--- src/hw/rtl/luf_pkg.sv ---
// ----------------------------------------------------------------------------
// luf_pkg: shared types and constants
// Field widths, register indexes, the item record passed from the front end
// to the back end, and the saturation helper.
// ----------------------------------------------------------------------------
package luf_pkg;

    localparam int VALUE_W = 32;
    localparam int POS_W   = 21;
    localparam int IDX_W   = 17;
    localparam int CFG_AW  = 2;
    localparam int CFG_DW  = 21;

    localparam logic [CFG_AW-1:0] REG_STRIDE = 2'd0;
    localparam logic [CFG_AW-1:0] REG_GHOST  = 2'd1;
    localparam logic [CFG_AW-1:0] REG_COUNT  = 2'd2;
    localparam logic [CFG_AW-1:0] REG_COEFF  = 2'd3;

    // One classified cell, ready for the datapath.
    typedef struct packed {
        logic signed [VALUE_W-1:0] vp;
        logic signed [VALUE_W-1:0] acc;
        logic                      last;
        logic                      emit;
        logic                      win;
        logic [IDX_W-1:0]          ps;
        logic [IDX_W-1:0]          back1;
        logic [IDX_W-1:0]          back2;
        logic [IDX_W-1:0]          pa;
        logic [IDX_W-1:0]          aback;
    } luf_item_t;

    // Clamp to the signed value range.
    function automatic logic signed [VALUE_W-1:0] sat_val(input logic signed [63:0] x);
        logic signed [63:0] hi;
        logic signed [63:0] lo;
        hi = 64'sd2147483647;
        lo = -64'sd2147483648;
        if (x > hi) begin
            sat_val = hi[VALUE_W-1:0];
        end else if (x < lo) begin
            sat_val = lo[VALUE_W-1:0];
        end else begin
            sat_val = x[VALUE_W-1:0];
        end
    endfunction

endpackage

--- src/hw/rtl/luf_front.sv ---
// ----------------------------------------------------------------------------
// luf_front: input classification
// Tracks the cell position, decides the flux window and emit condition,
// and works out the delay line addresses for each accepted cell.
// ----------------------------------------------------------------------------
module luf_front #(
    parameter int MAX_STRIDE = 1024,
    parameter int MAX_CELLS  = 1048576
) (
    input  logic                      aclk,
    input  logic                      aresetn,
    input  logic                      accept,
    input  logic [luf_pkg::VALUE_W-1:0] cell_value,
    input  logic [luf_pkg::VALUE_W-1:0] accum_value,
    input  logic                      last_cell,
    input  logic [10:0]               stride,
    input  logic [3:0]                ghost_layers,
    input  logic [20:0]               cell_count,
    output luf_pkg::luf_item_t        item
);
    import luf_pkg::*;

    localparam logic [IDX_W:0] SD = (IDX_W + 1)'(2 * MAX_STRIDE);
    localparam logic [IDX_W:0] MS = (IDX_W + 1)'(MAX_STRIDE);

    logic [POS_W-1:0] pos_reg, pos_next;
    logic [IDX_W-1:0] ps_reg, ps_next;
    logic [IDX_W-1:0] pa_reg, pa_next;

    logic [IDX_W:0]   s;
    logic [IDX_W:0]   s2;
    logic [3:0]       g;
    logic [POS_W-1:0] n;
    logic [POS_W-1:0] lo;
    logic [POS_W-1:0] hi;
    logic [IDX_W:0]   ps_w, pa_w;
    logic [IDX_W:0]   b1, b2, ab;

    // Clamp the configuration to its working range.
    always_comb begin
        if (stride == 11'd0) begin
            s = (IDX_W + 1)'(1);
        end else if (32'(stride) > 32'(MAX_STRIDE)) begin
            s = MS;
        end else begin
            s = (IDX_W + 1)'(stride);
        end
        s2 = s << 1;
        g  = (ghost_layers < 4'd2) ? 4'd2 : ghost_layers;
        n  = (32'(cell_count) > 32'(MAX_CELLS)) ? POS_W'(MAX_CELLS) : cell_count;
        lo = POS_W'(32'(g) * 32'(s));
        hi = (n > lo) ? (n - lo) : '0;
    end

    // Delay line addresses, each wrapped with one correction.
    always_comb begin
        ps_w = {1'b0, ps_reg};
        pa_w = {1'b0, pa_reg};
        b1 = (ps_w >= s)  ? (ps_w - s)  : (ps_w + SD - s);
        b2 = (ps_w >= s2) ? (ps_w - s2) : (ps_w + SD - s2);
        ab = (pa_w >= s)  ? (pa_w - s)  : (pa_w + MS - s);
    end

    // Classified item for the queue.
    always_comb begin
        item.vp    = $signed(cell_value);
        item.acc   = $signed(accum_value);
        item.last  = last_cell;
        item.emit  = (32'(pos_reg) >= 32'(s));
        item.win   = (pos_reg >= lo) && (pos_reg < hi);
        item.ps    = ps_reg;
        item.back1 = b1[IDX_W-1:0];
        item.back2 = b2[IDX_W-1:0];
        item.pa    = pa_reg;
        item.aback = ab[IDX_W-1:0];
    end

    // Position counters restart on the last cell or when the position wraps.
    always_comb begin
        pos_next = pos_reg;
        ps_next  = ps_reg;
        pa_next  = pa_reg;
        if (accept) begin
            if (last_cell) begin
                pos_next = '0;
                ps_next  = '0;
                pa_next  = '0;
            end else begin
                pos_next = pos_reg + 1'b1;
                if (&pos_reg || ({1'b0, ps_reg} == SD - 1'b1)) begin
                    ps_next = '0;
                end else begin
                    ps_next = ps_reg + 1'b1;
                end
                if (&pos_reg || ({1'b0, pa_reg} == MS - 1'b1)) begin
                    pa_next = '0;
                end else begin
                    pa_next = pa_reg + 1'b1;
                end
            end
        end
    end

    always_ff @(posedge aclk) begin
        if (!aresetn) begin
            pos_reg <= '0;
            ps_reg  <= '0;
            pa_reg  <= '0;
        end else begin
            pos_reg <= pos_next;
            ps_reg  <= ps_next;
            pa_reg  <= pa_next;
        end
    end
endmodule

--- config.mk ---
export PLATFORM = sky130hd
export DESIGN_NAME = luf_front
export DESIGN_NICKNAME = d
export VERILOG_FILES = /design/src/hw/rtl/luf_pkg.sv /design/src/hw/rtl/luf_front.sv
export SDC_FILE = /design/constraint.sdc
export NUM_CORES = 1
export LEC_CHECK = 0
export BUFFER_PORTS_ARGS = -buffer_cell sky130_fd_sc_hd__buf_2
export CORE_ASPECT_RATIO = 0.5
export CORE_MARGIN = 5
export CORE_UTILIZATION = 50
export CTS_BUF_LIST = sky130_fd_sc_hd__clkbuf_16
export DETAILED_ROUTE_END_ITERATION = 8
export HOLD_SLACK_MARGIN = 0.06
export PLACE_DENSITY_LB_ADDON = 0.2
export SYNTH_ARGS = -nofsm -noshare
export SYNTH_HDL_FRONTEND = slang
export SYNTH_SLANG_ARGS = --single-unit
--- constraint.sdc ---
create_clock -name aclk -period 9.1 [get_ports aclk]
set_input_delay 1.365 -clock aclk [delete_from_list [all_inputs] [get_ports aclk]]
set_output_delay 1.365 -clock aclk [all_outputs]
set_load 0.02 [all_outputs]
==> impl_metrics.env <==
export IMPL_outcome="complete, no violations"
export IMPL_synth_edf_count=0
export IMPL_synthArstFlopShare=0
export IMPL_min_path_type="reg -> reg"
export IMPL_hold_end="pa_reg[15]"
export IMPL_wl_um=29700
export IMPL_synth_top_cell_by_area="ha_1"
export IMPL_max_stage_delay_ns=0.51
export IMPL_cp_end_kind="output pin"
export IMPL_tightest_slew_ns=0.935
export IMPL_fmax_ghz=0.111
export IMPL_tritoncts="yes"
export IMPL_postSynthAreaPerCell_um2=7.49
export IMPL_synth_seq_cells=55
export IMPL_cts_sinks=55
export IMPL_initialDrtViolationCount=518
export IMPL_num_rows=36
export IMPL_regArea_um2=1100
export IMPL_fp_dieW_um=207
export IMPL_grt_max_degree=25
export IMPL_grt_pass1_wl_um=46400
export IMPL_largest_register_ffs=21
export IMPL_multi_input_area_um2=7820
export IMPL_synthCells=1294
export IMPL_area_delta_synth_final_pct=14.6
export IMPL_timing_final_hold_violations=0
export IMPL_ys_flop_type="dfxtp_1"
export IMPL_report_final_slew_viol_count=0
export IMPL_dp_hpwl_um=24000
export IMPL_p_sw_uw=484
export IMPL_rr_endpoint="ps_reg[14]"
export IMPL_fin_skew_ns=0.0126
export IMPL_die_area_um2=22500
export IMPL_peakVddDrop_v=0.0000728
export IMPL_period_needed_ns=8.99
export IMPL_slowest_stage="or4_1"
export IMPL_critPathMaxFanout=4
export IMPL_p_per_area_nw_per_um2=98.8
export IMPL_dr_pass1_iters=5
export IMPL_grt_ovfl_total=0
export IMPL_synth_nets=1574
export IMPL_io_pins=256
export IMPL_p_int_uw=614
export IMPL_nNetsFinal=1690
export IMPL_gp_congestion=0.939
export IMPL_pre_cts_ws_ns=-0.193
export IMPL_power_frac_comb=0.582
export IMPL_antenna_cells=0
export IMPL_cts_buffers=5
export IMPL_root_buffer="clkbuf_16"
export IMPL_netlist_area_leader_share=0.186
export IMPL_yosys_top_cells_area="ha_1 19%, dfxtp_1 11%, fa_1 6.6%"
export IMPL_ff2ff_setup_slack_ns=6.09
export IMPL_drive_above_1_share=0.213
export IMPL_layout_setup_ws_ns=0.108
export IMPL_clk_pin_slew_ns=0.09
export IMPL_grt_antenna_before_repair=0
export IMPL_switching_share=0.441
export IMPL_synthesis_area_um2=9700
export IMPL_r2r_start="pos_reg[1]"
export IMPL_synth_cell_types=80
export IMPL_cp_top_family="compound AO/OA/AOI/OAI gates"
export IMPL_globalRouteTotalUtil=0.257
export IMPL_reg2reg_depth=9
export IMPL_grt_pass1_vias=9171
export IMPL_ys_top_cells_by_count="144 x ha_1, 120 x inv_1, 120 x nand2_1"
export IMPL_critPathKind="in -> out"
export IMPL_critical_path_arrival_ns=7.63
export IMPL_seq_power_share=0.223
export IMPL_start_util=0.503
export IMPL_avgRoutedWirePerCell_um=17.7
export IMPL_yosys_warnings=0
export IMPL_drc=0
export IMPL_finalCritPeriodShare=0.988
export IMPL_clkLatencyLatePin_ns=0.32
export IMPL_die_y_um=108
export IMPL_setup_tns_ns=0
export IMPL_path_buf_inv=6
export IMPL_power_leakage_nw=5.33
export IMPL_clockPowerShare=0.195
export IMPL_setup_violations=0
export IMPL_core_area_um2=19300
export IMPL_startpoint_type="input port"
export IMPL_htree_num_levels=2
export IMPL_postRouteAntennaNets=0
export IMPL_hp_start="pa_reg[15]"
export IMPL_hold_path_depth=1
export IMPL_fill_cells=1856
export IMPL_synth_most_common_cell="ha_1"
export IMPL_io_buffer_count=127
export IMPL_ys_seq_area_frac=0.114
export IMPL_crit_required_ns=7.74
export IMPL_num_vias=9562
export IMPL_clk_path_buf_depth=2
export IMPL_drv_cap=0
export IMPL_slew_limit_headroom=0.376
export IMPL_vias_per_cell=5.70
timing repair:
item	CTS	global route
cloned	1	1
endpoints found under the setup margin	1	1
pin swaps	5	51
hold endpoints to repair	0	0
hold buffers	0	0
buffers inserted	5	15
resized for setup	10	75
power groups by stage:
stage	combinational (mW)	clock, mW	sequential, mW
after detailed placement	0.578	0	0.251
after global placement	0.567	0	0.251
after global routing	0.704	0.226	0.245
after CTS	0.591	0.218	0.245
final	0.639	0.214	0.245
after floorplan	0.441	0	0.251
metal layers:
layer	up-vias	track usage	part of all wire
met5	-	0	0
met4	0	0.0862	0.031
met3	79	0.0530	0.072
met2	347	0.421	0.45
met1	4462	0.339	0.45
li1	4674	-	-
worst max-delay path by stage:
| stage | from | to | cells past startpoint |
|---|---|---|---|
| after floorplan | stride[4] | item[85] | 32 |
| after global placement | stride[10] | item[85] | 33 |
| after detailed placement | stride[10] | item[85] | 33 |
| after CTS | stride[10] | item[85] | 32 |
| after global routing | stride[1] | item[85] | 35 |
| final | stride[3] | item[85] | 34 |
final cells by class:
type / instances / share of cell area
repair inverters: 1 / 0.000676
clock buffers: 5 / 0.0113
clock inverters: 3 / 0.00248
inverters: 121 / 0.0412
repair buffers: 202 / 0.112
multi-input cells: 1024 / 0.704
flip-flops and latches: 55 / 0.0991
well taps: 266 / 0.0299
layout by cell type (no fill, tap or decap), types with 7 or more instances in the layout:
cell type,Yosys,layout
a21oi_2,1,11
a31oi_1,17,15
and2_1,30,26
and3_1,15,15
o21ai_0,73,67
nand3_1,39,37
nand2b_1,20,19
a211oi_1,9,8
buf_2,3,124
nor2b_1,21,21
nor2_1,113,108
xnor2_1,55,54
nor3_1,23,23
a21oi_1,77,67
o21bai_1,7,7
inv_1,120,116
nor4_1,11,9
o211ai_1,10,10
a21o_1,19,19
ha_1,144,138
fa_1,32,31
o31ai_1,7,7
buf_4,66,71
or3_1,13,13
xor2_1,34,33
dfxtp_1,55,55
o21a_1,14,14
nand2_1,120,114
o21ai_1,3,7
nand4_1,22,22
kinds of logic (layout without fill, tap and decap cells):
logic type	after synthesis	after routing	synth area share
and+or+nand+nor	457	457	0.237
AOI/OAI and AO/OA	293	293	0.196
buffers and inverters	215	332	0.111
adders and majority gates	178	178	0.254
xor gates and xnor gates	89	89	0.0804
DFF	55	55	0.114
muxes	7	7	0.00761
stage by stage:
step / total power, mW / hold slack (ns) / instance area [µm²] / utilization / instances
floorplan: 0.692 / 0.488 / 9700 / - / 1294
global placement: 0.818 / 0.510 / 10500 / 0.542 / 1648
detailed placement: 0.829 / 0.509 / 10500 / 0.542 / 1648
CTS: 1.05 / 0.529 / 10700 / 0.554 / 1662
global route: 1.18 / 0.570 / 11100 / 0.576 / 1677
finish: 1.10 / 0.528 / 11100 / 0.576 / 1677
(Power assumes the default switching activity.)
