==> src/hw/rtl/luf_pkg.sv <==
// ----------------------------------------------------------------------------
// luf_pkg: shared types and constants
// Field widths, register indexes, the item record passed from the front end
// to the back end, and the saturation helper.
// ----------------------------------------------------------------------------
package luf_pkg;

    localparam int VALUE_W = 32;
    localparam int POS_W   = 21;
    localparam int IDX_W   = 17;
    localparam int CFG_AW  = 2;
    localparam int CFG_DW  = 21;

    localparam logic [CFG_AW-1:0] REG_STRIDE = 2'd0;
    localparam logic [CFG_AW-1:0] REG_GHOST  = 2'd1;
    localparam logic [CFG_AW-1:0] REG_COUNT  = 2'd2;
    localparam logic [CFG_AW-1:0] REG_COEFF  = 2'd3;

    // One classified cell, ready for the datapath.
    typedef struct packed {
        logic signed [VALUE_W-1:0] vp;
        logic signed [VALUE_W-1:0] acc;
        logic                      last;
        logic                      emit;
        logic                      win;
        logic [IDX_W-1:0]          ps;
        logic [IDX_W-1:0]          back1;
        logic [IDX_W-1:0]          back2;
        logic [IDX_W-1:0]          pa;
        logic [IDX_W-1:0]          aback;
    } luf_item_t;

    // Clamp to the signed value range.
    function automatic logic signed [VALUE_W-1:0] sat_val(input logic signed [63:0] x);
        logic signed [63:0] hi;
        logic signed [63:0] lo;
        hi = 64'sd2147483647;
        lo = -64'sd2147483648;
        if (x > hi) begin
            sat_val = hi[VALUE_W-1:0];
        end else if (x < lo) begin
            sat_val = lo[VALUE_W-1:0];
        end else begin
            sat_val = x[VALUE_W-1:0];
        end
    endfunction

endpackage

==> src/hw/rtl/luf_queue.sv <==
// ----------------------------------------------------------------------------
// luf_queue: two-entry item queue
// Decouples the front end from the back end so that each can stall alone.
// ----------------------------------------------------------------------------
module luf_queue (
    input  logic               aclk,
    input  logic               aresetn,
    input  logic               push,
    input  luf_pkg::luf_item_t push_item,
    input  logic               pop,
    output luf_pkg::luf_item_t head,
    output logic               full,
    output logic               empty
);
    import luf_pkg::*;

    luf_item_t   slot_reg [2];
    logic        wr_reg, wr_next;
    logic        rd_reg, rd_next;
    logic [1:0]  cnt_reg, cnt_next;

    assign head  = slot_reg[rd_reg];
    assign full  = (cnt_reg == 2'd2);
    assign empty = (cnt_reg == 2'd0);

    // Pointer and count update.
    always_comb begin
        wr_next  = push ? ~wr_reg : wr_reg;
        rd_next  = pop ? ~rd_reg : rd_reg;
        cnt_next = cnt_reg + {1'b0, push} - {1'b0, pop};
    end

    always_ff @(posedge aclk) begin
        if (!aresetn) begin
            wr_reg  <= 1'b0;
            rd_reg  <= 1'b0;
            cnt_reg <= 2'd0;
        end else begin
            wr_reg  <= wr_next;
            rd_reg  <= rd_next;
            cnt_reg <= cnt_next;
        end
    end

    // Storage needs no reset.
    always_ff @(posedge aclk) begin
        if (push) begin
            slot_reg[wr_reg] <= push_item;
        end
    end
endmodule

==> config.mk <==
export PLATFORM = sky130hd
export DESIGN_NAME = luf_queue
export DESIGN_NICKNAME = d
export VERILOG_FILES = /design/src/hw/rtl/luf_pkg.sv /design/src/hw/rtl/luf_queue.sv
export SDC_FILE = /design/constraint.sdc
export NUM_CORES = 1
export LEC_CHECK = 0
export BUFFER_PORTS_ARGS = -buffer_cell sky130_fd_sc_hd__buf_2
export CORE_UTILIZATION = 39
export DETAILED_ROUTE_END_ITERATION = 7
export HOLD_SLACK_MARGIN = 0.12
export PLACE_DENSITY = 0.73
export SYNTH_ARGS = -nofsm -noshare
export SYNTH_HDL_FRONTEND = slang
export SYNTH_SLANG_ARGS = --single-unit
==> constraint.sdc <==
create_clock -name aclk -period 16.35 [get_ports aclk]
set_clock_uncertainty 0.2 [all_clocks]
set_input_delay 4.905 -clock aclk [delete_from_list [all_inputs] [get_ports aclk]]
set_output_delay 4.905 -clock aclk [all_outputs]
set_load 0.03 [all_outputs]
==> results of run 1 <==
## layout make-up
class	instances	area [µm²]
fillers	2424	14300
flip-flops and latches	309	9230
multi-input cells	166	2140
repair buffers	314	1600
clock buffers	51	988
well taps	384	480
clock inverters	9	71.3
inverters	2	7.51
diodes	1	2.50
## cells by family after synthesis
family / Yosys count / synth area share, %
flops: 309 / 80.2
fa+ha+maj: 2 / 0.217
mux: 152 / 17.5
compound gates: 1 / 0.0652
xor+xnor: 2 / 0.272
buf+inv: 19 / 1.35
simple gates: 9 / 0.467
## worst max-delay path: cells and delay by family, from the launching register on
family / cells / cell delay, ps
mux: 1 / 420
flops: 1 / 740
buf+inv: 2 / 1010
## cell usage in the layout, fill, tap and decap left out
cell	count
sky130_fd_sc_hd__and2_1	3
sky130_fd_sc_hd__and2_4	1
sky130_fd_sc_hd__buf_12	1
sky130_fd_sc_hd__buf_2	309
sky130_fd_sc_hd__buf_4	4
sky130_fd_sc_hd__bufinv_16	1
sky130_fd_sc_hd__clkbuf_1	13
sky130_fd_sc_hd__clkbuf_16	37
sky130_fd_sc_hd__clkbuf_8	1
sky130_fd_sc_hd__clkinv_1	3
sky130_fd_sc_hd__clkinv_2	3
sky130_fd_sc_hd__clkinvlp_4	2
sky130_fd_sc_hd__dfxtp_1	4
sky130_fd_sc_hd__dfxtp_4	1
sky130_fd_sc_hd__diode_2	1
sky130_fd_sc_hd__edfxtp_1	304
sky130_fd_sc_hd__ha_1	2
sky130_fd_sc_hd__inv_1	2
sky130_fd_sc_hd__mux2_2	72
sky130_fd_sc_hd__mux2_4	80
sky130_fd_sc_hd__nor2_1	1
sky130_fd_sc_hd__nor2b_1	3
sky130_fd_sc_hd__nor2b_4	1
sky130_fd_sc_hd__o21a_1	1
sky130_fd_sc_hd__xnor3_1	1
sky130_fd_sc_hd__xor2_1	1
## path summary, 6_finish.rpt
path	start	to	slack, ps	cells after the start
min	rd_reg$_SDFFE_PN0P_	register	370	2
max	register	head[47]	8480	3
max reg2reg	wr_reg$_SDFFE_PN0P_	slot_reg[1][74]$_DFFE_PP_	14280	2
min reg2reg	rd_reg$_SDFFE_PN0P_	register	370	2
## layer usage
metal  vias to the layer above  share of wire (%)  GRT usage [%]
met4                         2                1.6           3.98
li1                       2634                  -              -
met1                      2804                 39           16.6
met2                       234                 51           24.4
met5                         -              0.059              0
met3                        34                8.2           5.11
## report_power, final
group	switching [mW]	internal (mW)	leakage, nW	total, mW
clock network	0.281	0.433	0.509	0.714
logic	0.152	0.0968	2.19	0.249
registers	0.0147	0.918	2.90	0.932
==> results.rst, run 1 <==
.. list-table::
   :header-rows: 1

   * - Metric
     - Value
   * - Vert. Die Dim
     - 174 µm
   * - CTS Sinks
     - 309
   * - Share of the synthesized area in the top cell type
     - 79.3%
   * - Relative slew margins
     - 29.5%
   * - Post-synthesis instance area
     - 0.0115 mm²
   * - GRT Total Usage
     - 14.2%
   * - Max incr delay on CP
     - 830 ps
   * - Period minus WS final
     - 7870 ps
   * - Via count of the first global-routing pass
     - 6080
   * - GPL Wtd Cong
     - 0.711
   * - Series of cell instances along the critical path
     - buf_4 -> mux2_2 -> buf_2
   * - # port buffers
     - 309
   * - Count of pins over their slew limit
     - 0
   * - Post-route non-filler standard cell count
     - 1236
   * - Run status
     - finished, final reports clean
   * - Endpoints failing hold
     - 0
   * - TritonCTS Buffers
     - 34
   * - Average via count per standard cell
     - 4.62
   * - Share of final-layout standard cells stronger than drive strength 1
     - 60.3%
   * - Startpoint type of the worst setup path
     - register
   * - Tcrit/Tclk final
     - 48.2%
   * - Number of nets in the layout
     - 985
   * - Synthesized flop and latch total
     - 309
   * - Final Power
     - 1.90 mW
   * - Clock transition at path regs
     - 60 ps
   * - Number of nets in the synthesized netlist
     - 652
   * - Category of the critical setup timing path
     - register to primary output
   * - Pin count of the biggest net entering global routing
     - 153
   * - Core outline area
     - 0.0289 mm²
   * - Global-route wire length before repair
     - 32.8 mm
   * - Sum of routed wire length over all layers
     - 22.0 mm
   * - Placed inst area
     - 0.0135 mm²
   * - Cell count after synthesis
     - 494
   * - Initial core utilization
     - 39.9%
   * - DIE WIDTH
     - 174 µm
   * - Worst slack at placement
     - 8920 ps
   * - Yosys cell types
     - 14
   * - Sequential cell area fraction in the yosys report
     - 80.2%
   * - Post-CTS Setup Repair Bufs
     - 0
   * - Die area
     - 0.0302 mm²
   * - Pwr per Cell Area
     - 131 mW/mm²
   * - Dominant register cell in the synthesized netlist
     - sky130_fd_sc_hd__edfxtp_1
   * - Routed wirelength normalized by instance count
     - 17.8 µm
   * - Largest register FFs
     - 304
   * - Residual overflow from global routing
     - 0
   * - Worst Hold Slack
     - 368 ps
   * - Cell types with the largest area share after synthesis
     - sky130_fd_sc_hd__edfxtp_1 (79%), sky130_fd_sc_hd__mux2_4 (10%), sky130_fd_sc_hd__mux2_2 (7.0%)
   * - VDD IR-drop max
     - 0.0953 mV
   * - Required time at the worst-slack endpoint
     - 11240 ps
   * - Count of TritonRoute iterations in the first routing pass
     - 4
   * - Area growth syn-to-layout
     - 26.1%
   * - Clock latency of the later-clocked register in the worst-skew pair
     - 490 ps
   * - Clock tree root buffer cell
     - sky130_fd_sc_hd__clkbuf_16
   * - Cell with the most instances after synthesis
     - sky130_fd_sc_hd__edfxtp_1
   * - Max Buffers Root-to-Sink
     - 3
   * - Largest area contributor in the synthesized netlist
     - sky130_fd_sc_hd__edfxtp_1
   * - Number of flops mapped to enable cells by yosys
     - 304
   * - Highest fanout seen on the critical path
     - 63
   * - Number of antenna-violating nets in the routed design
     - 0
   * - Final setup slack of the worst path
     - 8480 ps
   * - Leakage power summed over all cells
     - 5.59 nW
   * - Final setup violation count
     - 0
   * - Post-route cell area
     - 0.0145 mm²
   * - I/O Pins
     - 310
   * - Maximum capacitance violations
     - 0
   * - Total DRC errors in the routed layout
     - 0
   * - Worst hold-check path type
     - register to register
   * - Via count of the routed design
     - 5708
   * - CP Data Arrival Time
     - 2770 ps
   * - Post-detail-place hpwl
     - 14.3 mm
   * - Initial antenna violation count
     - 3
   * - Ys Warns
     - 0
   * - TritonCTS clock tree
     - built
   * - Post-cts repair resize count
     - 0
   * - Floorplan row count
     - 62
   * - Hold-fix buffers at CTS
     - 0
   * - Most used standard cells in the synthesized netlist
     - sky130_fd_sc_hd__edfxtp_1 (304), sky130_fd_sc_hd__mux2_4 (80), sky130_fd_sc_hd__mux2_2 (72), sky130_fd_sc_hd__buf_6 (10), sky130_fd_sc_hd__buf_2 (7)
   * - Placed insts
     - 1175
   * - Actual slew at the worst max-slew pin
     - 1060 ps
   * - Utilization after layout
     - 50.3%
   * - Setup repair after global routing missed its margin
     - false
   * - H-Tree Level Count
     - 2
   * - Async set or reset register ratio after synthesis
     - 0%
   * - Slowest cell on the critical path
     - sky130_fd_sc_hd__buf_4
   * - Violation count after the first detailed-route iteration
     - 306
   * - Critical Path Sink Type
     - primary output
   * - Highest clock frequency the design can meet
     - 127 MHz
   * - Mean instance size in the synthesized netlist
     - 23.3 µm²
   * - Total Negative Setup Slacks
     - 0 ps
Note: power is estimated with default switching activity, not from simulation.
==> inputs of run 2 (changes only) <==
- ABC_AREA: default -> 1
- PLACE_DENSITY: 0.73 -> 0.76
- clock period: 16.35 -> 6.5 ns (I/O delays scaled with it)
==> results.rst, run 2 <==
.. list-table::
   :header-rows: 1

   * - Metric
     - Value
   * - Run status
     - finished, final reports clean
   * - Relative slew margins
     - 32.4%
   * - Count of pins over their slew limit
     - 0
   * - Slowest cell on the critical path
     - sky130_fd_sc_hd__buf_12
   * - Period minus WS final
     - 4680 ps
   * - Cell with the most instances after synthesis
     - sky130_fd_sc_hd__edfxtp_1
   * - Average via count per standard cell
     - 4.62
   * - Hold-fix buffers at CTS
     - 0
   * - VDD IR-drop max
     - 0.242 mV
   * - Series of cell instances along the critical path
     - buf_12 -> mux2_2 -> buf_2
   * - Cell count after synthesis
     - 506
   * - Global-route wire length before repair
     - 32.7 mm
   * - I/O Pins
     - 310
   * - Vert. Die Dim
     - 174 µm
   * - Residual overflow from global routing
     - 0
   * - Final setup violation count
     - 0
   * - Async set or reset register ratio after synthesis
     - 0%
   * - Post-cts repair resize count
     - 0
   * - Post-detail-place hpwl
     - 14.2 mm
   * - Endpoints failing hold
     - 0
   * - Initial core utilization
     - 39.9%
   * - Worst hold-check path type
     - register to register
   * - Total Negative Setup Slacks
     - 0 ps
   * - Sequential cell area fraction in the yosys report
     - 80.2%
   * - Pin count of the biggest net entering global routing
     - 125
   * - Area growth syn-to-layout
     - 26.1%
   * - Via count of the routed design
     - 5760
   * - Category of the critical setup timing path
     - register to primary output
   * - DIE WIDTH
     - 174 µm
   * - Largest area contributor in the synthesized netlist
     - sky130_fd_sc_hd__edfxtp_1
   * - Violation count after the first detailed-route iteration
     - 325
   * - Cell types with the largest area share after synthesis
     - sky130_fd_sc_hd__edfxtp_1 (79%), sky130_fd_sc_hd__mux2_4 (10%), sky130_fd_sc_hd__mux2_2 (7.0%)
   * - Most common library cell in the layout ignoring fill and taps
     - sky130_fd_sc_hd__buf_2
   * - Clock tree root buffer cell
     - sky130_fd_sc_hd__clkbuf_16
   * - Clock transition at path regs
     - 60 ps
   * - TritonCTS Buffers
     - 31
   * - H-Tree Level Count
     - 1
   * - GRT Total Usage
     - 13.9%
   * - Die area
     - 0.0302 mm²
   * - Via count of the first global-routing pass
     - 6132
   * - Critical Path Sink Type
     - primary output
   * - Share of final-layout standard cells stronger than drive strength 1
     - 60.0%
   * - Post-CTS Setup Repair Bufs
     - 0
   * - TritonCTS clock tree
     - built
   * - Mean instance size in the synthesized netlist
     - 22.8 µm²
   * - Pwr per Cell Area
     - 323 mW/mm²
   * - Highest fanout seen on the critical path
     - 124
   * - Yosys cell types
     - 12
   * - Post-route cell area
     - 0.0145 mm²
   * - Routed wirelength normalized by instance count
     - 17.4 µm
   * - Clock latency of the later-clocked register in the worst-skew pair
     - 550 ps
   * - Post-synthesis instance area
     - 0.0115 mm²
   * - Setup repair after global routing missed its margin
     - false
   * - Number of nets in the synthesized netlist
     - 664
   * - Startpoint type of the worst setup path
     - register
   * - Max Buffers Root-to-Sink
     - 3
   * - Count of TritonRoute iterations in the first routing pass
     - 4
   * - GPL Wtd Cong
     - 0.731
   * - Number of flops mapped to enable cells by yosys
     - 304
   * - Largest register FFs
     - 304
   * - Floorplan row count
     - 62
   * - Leakage power summed over all cells
     - 5.61 nW
   * - Synthesized flop and latch total
     - 309
   * - Sum of routed wire length over all layers
     - 21.7 mm
   * - Initial antenna violation count
     - 8
   * - Tcrit/Tclk final
     - 72.1%
   * - Highest clock frequency the design can meet
     - 213 MHz
   * - Max incr delay on CP
     - 700 ps
   * - # port buffers
     - 309
   * - Ys Warns
     - 0
   * - Dominant register cell in the synthesized netlist
     - sky130_fd_sc_hd__edfxtp_1
   * - Core outline area
     - 0.0289 mm²
   * - Most used cells in the layout excluding fill and tap cells
     - sky130_fd_sc_hd__buf_2 (309), sky130_fd_sc_hd__edfxtp_1 (304), sky130_fd_sc_hd__mux2_4 (80)
   * - Number of antenna-violating nets in the routed design
     - 0
   * - CP Data Arrival Time
     - 2530 ps
   * - Share of the synthesized area in the top cell type
     - 79.3%
   * - Number of nets in the layout
     - 994
   * - Maximum capacitance violations
     - 0
   * - Placed inst area
     - 0.0135 mm²
   * - Final Power
     - 4.68 mW
   * - CTS Sinks
     - 309
   * - Actual slew at the worst max-slew pin
     - 1010 ps
   * - Most used standard cells in the synthesized netlist
     - sky130_fd_sc_hd__edfxtp_1 (304), sky130_fd_sc_hd__mux2_4 (80), sky130_fd_sc_hd__mux2_2 (72), sky130_fd_sc_hd__buf_6 (10), sky130_fd_sc_hd__nor2_1 (9)
   * - Required time at the worst-slack endpoint
     - 4350 ps
   * - Total DRC errors in the routed layout
     - 0
==> run 2: power by group <==
| group | internal, mW | switching, mW |
|---|---|---|
| combinational | 0.210 | 0.348 |
| sequential | 2.31 | 0.0310 |
| clock | 1.07 | 0.713 |
==> run 2: worst max-delay path, delay by kind of cell (launching register included) <==
family	cells	cell delay, ps
buf+inv	2	870
mux	1	410
flops	1	620
==> run 2: through the flow <==
step,hold slack (ps),utilization (%),std cells,setup WS (ps)
after floorplan,263,-,506,832
after detailed placement,295,46.7,1187,2360
after CTS,310,50.3,1244,1770
final,298,50.3,1247,1820
after global routing,333,50.3,1247,1670
after global placement,277,46.7,1187,2380
==> run 2: path summary, 6_finish.rpt <==
path | from | endpoint | slack (ps) | depth (start not counted)
hold reg to reg | rd_reg$_SDFFE_PN0P_ | register | 300 | 2
setup reg to reg | wr_reg$_SDFFE_PN0P_ | slot_reg[1][35]$_DFFE_PP_ | 4250 | 3
hold / removal | rd_reg$_SDFFE_PN0P_ | register | 300 | 2
setup / recovery | register | head[0] | 1820 | 3
==> run 2: final cells by class <==
class                           instances  area [µm²]
Fill cell                            2400       14300
Sequential cell                       309        9230
Multi-Input combinational cell        173        2120
Timing Repair Buffer                  314        1610
Clock buffer                           35         791
Tap cell                              384         480
Clock inverter                         22         244
Inverter                                7        31.3
Antenna cell                            3        7.51
==> run 2: kinds of logic after synthesis <==
group | synth area share [%]
fa+ha+maj | 0.217
compound gates | 0.0434
buf+inv | 1.51
mux | 17.5
flops | 80.2
simple gates | 0.598
==> run 2: per-layer routing <==
layer / vias up / GRT usage, % / wire length (µm)
met5: - / 0 / 69
met4: 10 / 5.34 / 599
met3: 56 / 4.06 / 1650
met2: 242 / 23.8 / 10800
met1: 2788 / 16.5 / 8530
li1: 2664 / - / -
==> inputs of run 3 (changes only) <==
- ABC_AREA: 1 -> 0
- PLACE_DENSITY: 0.76 -> 0.73
- clock period: 6.5 -> 4.4 ns (I/O delays scaled with it)
==> results.rst, run 3 (synthesized netlist as in run 1, its figures left out) <==
.. list-table::
   :header-rows: 1

   * - Metric
     - Value
   * - Vert. Die Dim
     - 174 µm
   * - Share of final-layout standard cells stronger than drive strength 1
     - 60.3%
   * - Number of antenna-violating nets in the routed design
     - 0
   * - Count of pins over their slew limit
     - 0
   * - Violation count after the first detailed-route iteration
     - 302
   * - TritonCTS clock tree
     - built
   * - Critical Path Sink Type
     - primary output
   * - Worst hold-check path type
     - register to register
   * - Clk pwr share
     - 35.5%
   * - Count of TritonRoute iterations in the first routing pass
     - 4
   * - Category of the critical setup timing path
     - register to primary output
   * - Max incr delay on CP
     - 490 ps
   * - Combinational cell fraction of total power
     - 13.9%
   * - Tcrit/Tclk final
     - 81.6%
   * - Global-route wire length before repair
     - 32.3 mm
   * - Routed wirelength normalized by instance count
     - 17.3 µm
   * - Relative slew margins
     - 50.3%
   * - Sum of routed wire length over all layers
     - 21.5 mm
   * - Endpoints failing hold
     - 0
   * - Average via count per standard cell
     - 4.60
   * - Routed met2 length
     - 10.8 mm
   * - Final setup violation count
     - 0
   * - Run status
     - finished, final reports clean
   * - Core outline area
     - 0.0289 mm²
   * - Placed inst area
     - 0.0136 mm²
   * - Via count of the first global-routing pass
     - 5938
   * - Leakage power summed over all cells
     - 5.59 nW
   * - Pwr per Cell Area
     - 470 mW/mm²
   * - Slowest cell on the critical path
     - sky130_fd_sc_hd__dfxtp_4
   * - Largest register FFs
     - 304
   * - Actual slew at the worst max-slew pin
     - 746 ps
   * - Cell type group with the largest total delay on the critical path
     - buffers and inverters
   * - Worst slack at placement
     - 1360 ps
   * - Area growth syn-to-layout
     - 26.1%
   * - Series of cell instances along the critical path
     - buf_12 -> mux2_2 -> buf_2
   * - Startpoint type of the worst setup path
     - register
   * - Buffering stage count on the worst path with inverters included
     - 2
   * - Most used cells in the layout excluding fill and tap cells
     - sky130_fd_sc_hd__buf_2 (309), sky130_fd_sc_hd__edfxtp_1 (304), sky130_fd_sc_hd__mux2_4 (80)
   * - Floorplan row count
     - 62
   * - Clock tree root buffer cell
     - sky130_fd_sc_hd__clkbuf_16
   * - Required time at the worst-slack endpoint
     - 2880 ps
   * - Residual overflow from global routing
     - 0
   * - Number of nets in the layout
     - 990
   * - GRT Total Usage
     - 13.6%
   * - DIE WIDTH
     - 174 µm
   * - Initial antenna violation count
     - 2
   * - TritonCTS Buffers
     - 31
   * - Final setup slack of the worst path
     - 812 ps
   * - Die area
     - 0.0302 mm²
   * - Total Negative Setup Slacks
     - 0 ps
   * - Maximum capacitance violations
     - 0
   * - Net switching fraction of the power
     - 24.1%
   * - Max Buffers Root-to-Sink
     - 3
   * - Hold-fix buffers at CTS
     - 0
   * - Clock transition at path regs
     - 60 ps
   * - I/O Pins
     - 310
   * - Met3 Wirelength
     - 1.81 mm
   * - Initial core utilization
     - 39.9%
   * - Pin count of the biggest net entering global routing
     - 67
   * - Post-route cell area
     - 0.0145 mm²
   * - H-Tree Level Count
     - 1
   * - Internal power of the cells
     - 5.17 mW
   * - Setup repair after global routing missed its margin
     - false
   * - Wire length on met1
     - 8.35 mm
   * - CTS Sinks
     - 309
   * - Via count of the routed design
     - 5707
   * - Post-CTS Setup Repair Bufs
     - 0
   * - CP Data Arrival Time
     - 2070 ps
   * - VDD IR-drop max
     - 0.359 mV
   * - Post-detail-place hpwl
     - 14.5 mm
   * - Highest fanout seen on the critical path
     - 66
   * - Most common library cell in the layout ignoring fill and taps
     - sky130_fd_sc_hd__buf_2
   * - GPL Wtd Cong
     - 0.727
   * - Period minus WS final
     - 3590 ps
   * - Reported net switching power
     - 1.64 mW
   * - Total DRC errors in the routed layout
     - 0
   * - Post-cts repair resize count
     - 0
   * - # port buffers
     - 309
   * - Highest clock frequency the design can meet
     - 279 MHz
   * - Uppermost layer routed
     - met4
   * - Register share of total power
     - 50.6%
   * - Clock latency of the later-clocked register in the worst-skew pair
     - 540 ps
run 3: tightest hold or removal path: stages (launching register included):
cell and delay [ps]:
sky130_fd_sc_hd__dfxtp_1 330, sky130_fd_sc_hd__xor2_1 70, sky130_fd_sc_hd__and2_1 150
run 3: worst paths after layout:
check	start	end	slack (ps)	depth (start not counted)
worst max-delay path	register	head[46]	810	3
worst min-delay path	rd_reg$_SDFFE_PN0P_	register	380	2
worst max register to register	wr_reg$_SDFFE_PN0P_	slot_reg[1][15]$_DFFE_PP_	2450	2
worst min register to register	rd_reg$_SDFFE_PN0P_	register	380	2
run 3: power by group through the flow:
stage | clock, mW | sequential, mW | combinational [mW]
global placement | 0 | 3.50 | 0.949
CTS | 2.49 | 3.45 | 0.964
finish | 2.42 | 3.45 | 0.949
detailed placement | 0 | 3.51 | 0.960
global route | 2.59 | 3.46 | 1.00
floorplan | 0 | 3.50 | 0.682
run 3: per-stage QoR:
step	util, %	hold WS (ps)	std cells	power, mW
floorplan	-	355	494	4.18
global placement	47.1	367	1183	4.45
detailed placement	47.1	379	1183	4.47
CTS	50.3	390	1238	6.90
global route	50.3	416	1238	7.05
finish	50.3	384	1240	6.82
run 3: area by class of cell:
cell class / instances / area, µm²
fillers: 2399 / 14300
flip-flops and latches: 309 / 9230
multi-input cells: 166 / 2140
repair buffers: 322 / 1720
clock buffers: 39 / 806
well taps: 384 / 480
clock inverters: 16 / 125
inverters: 2 / 7.51
diodes: 2 / 5.00
run 3: routing by layer:
layer  vias up  GRT usage [%]
met5         -              0
met4         0           4.17
met3        44           4.21
met2       231           23.9
met1      2784           15.9
li1       2648              -
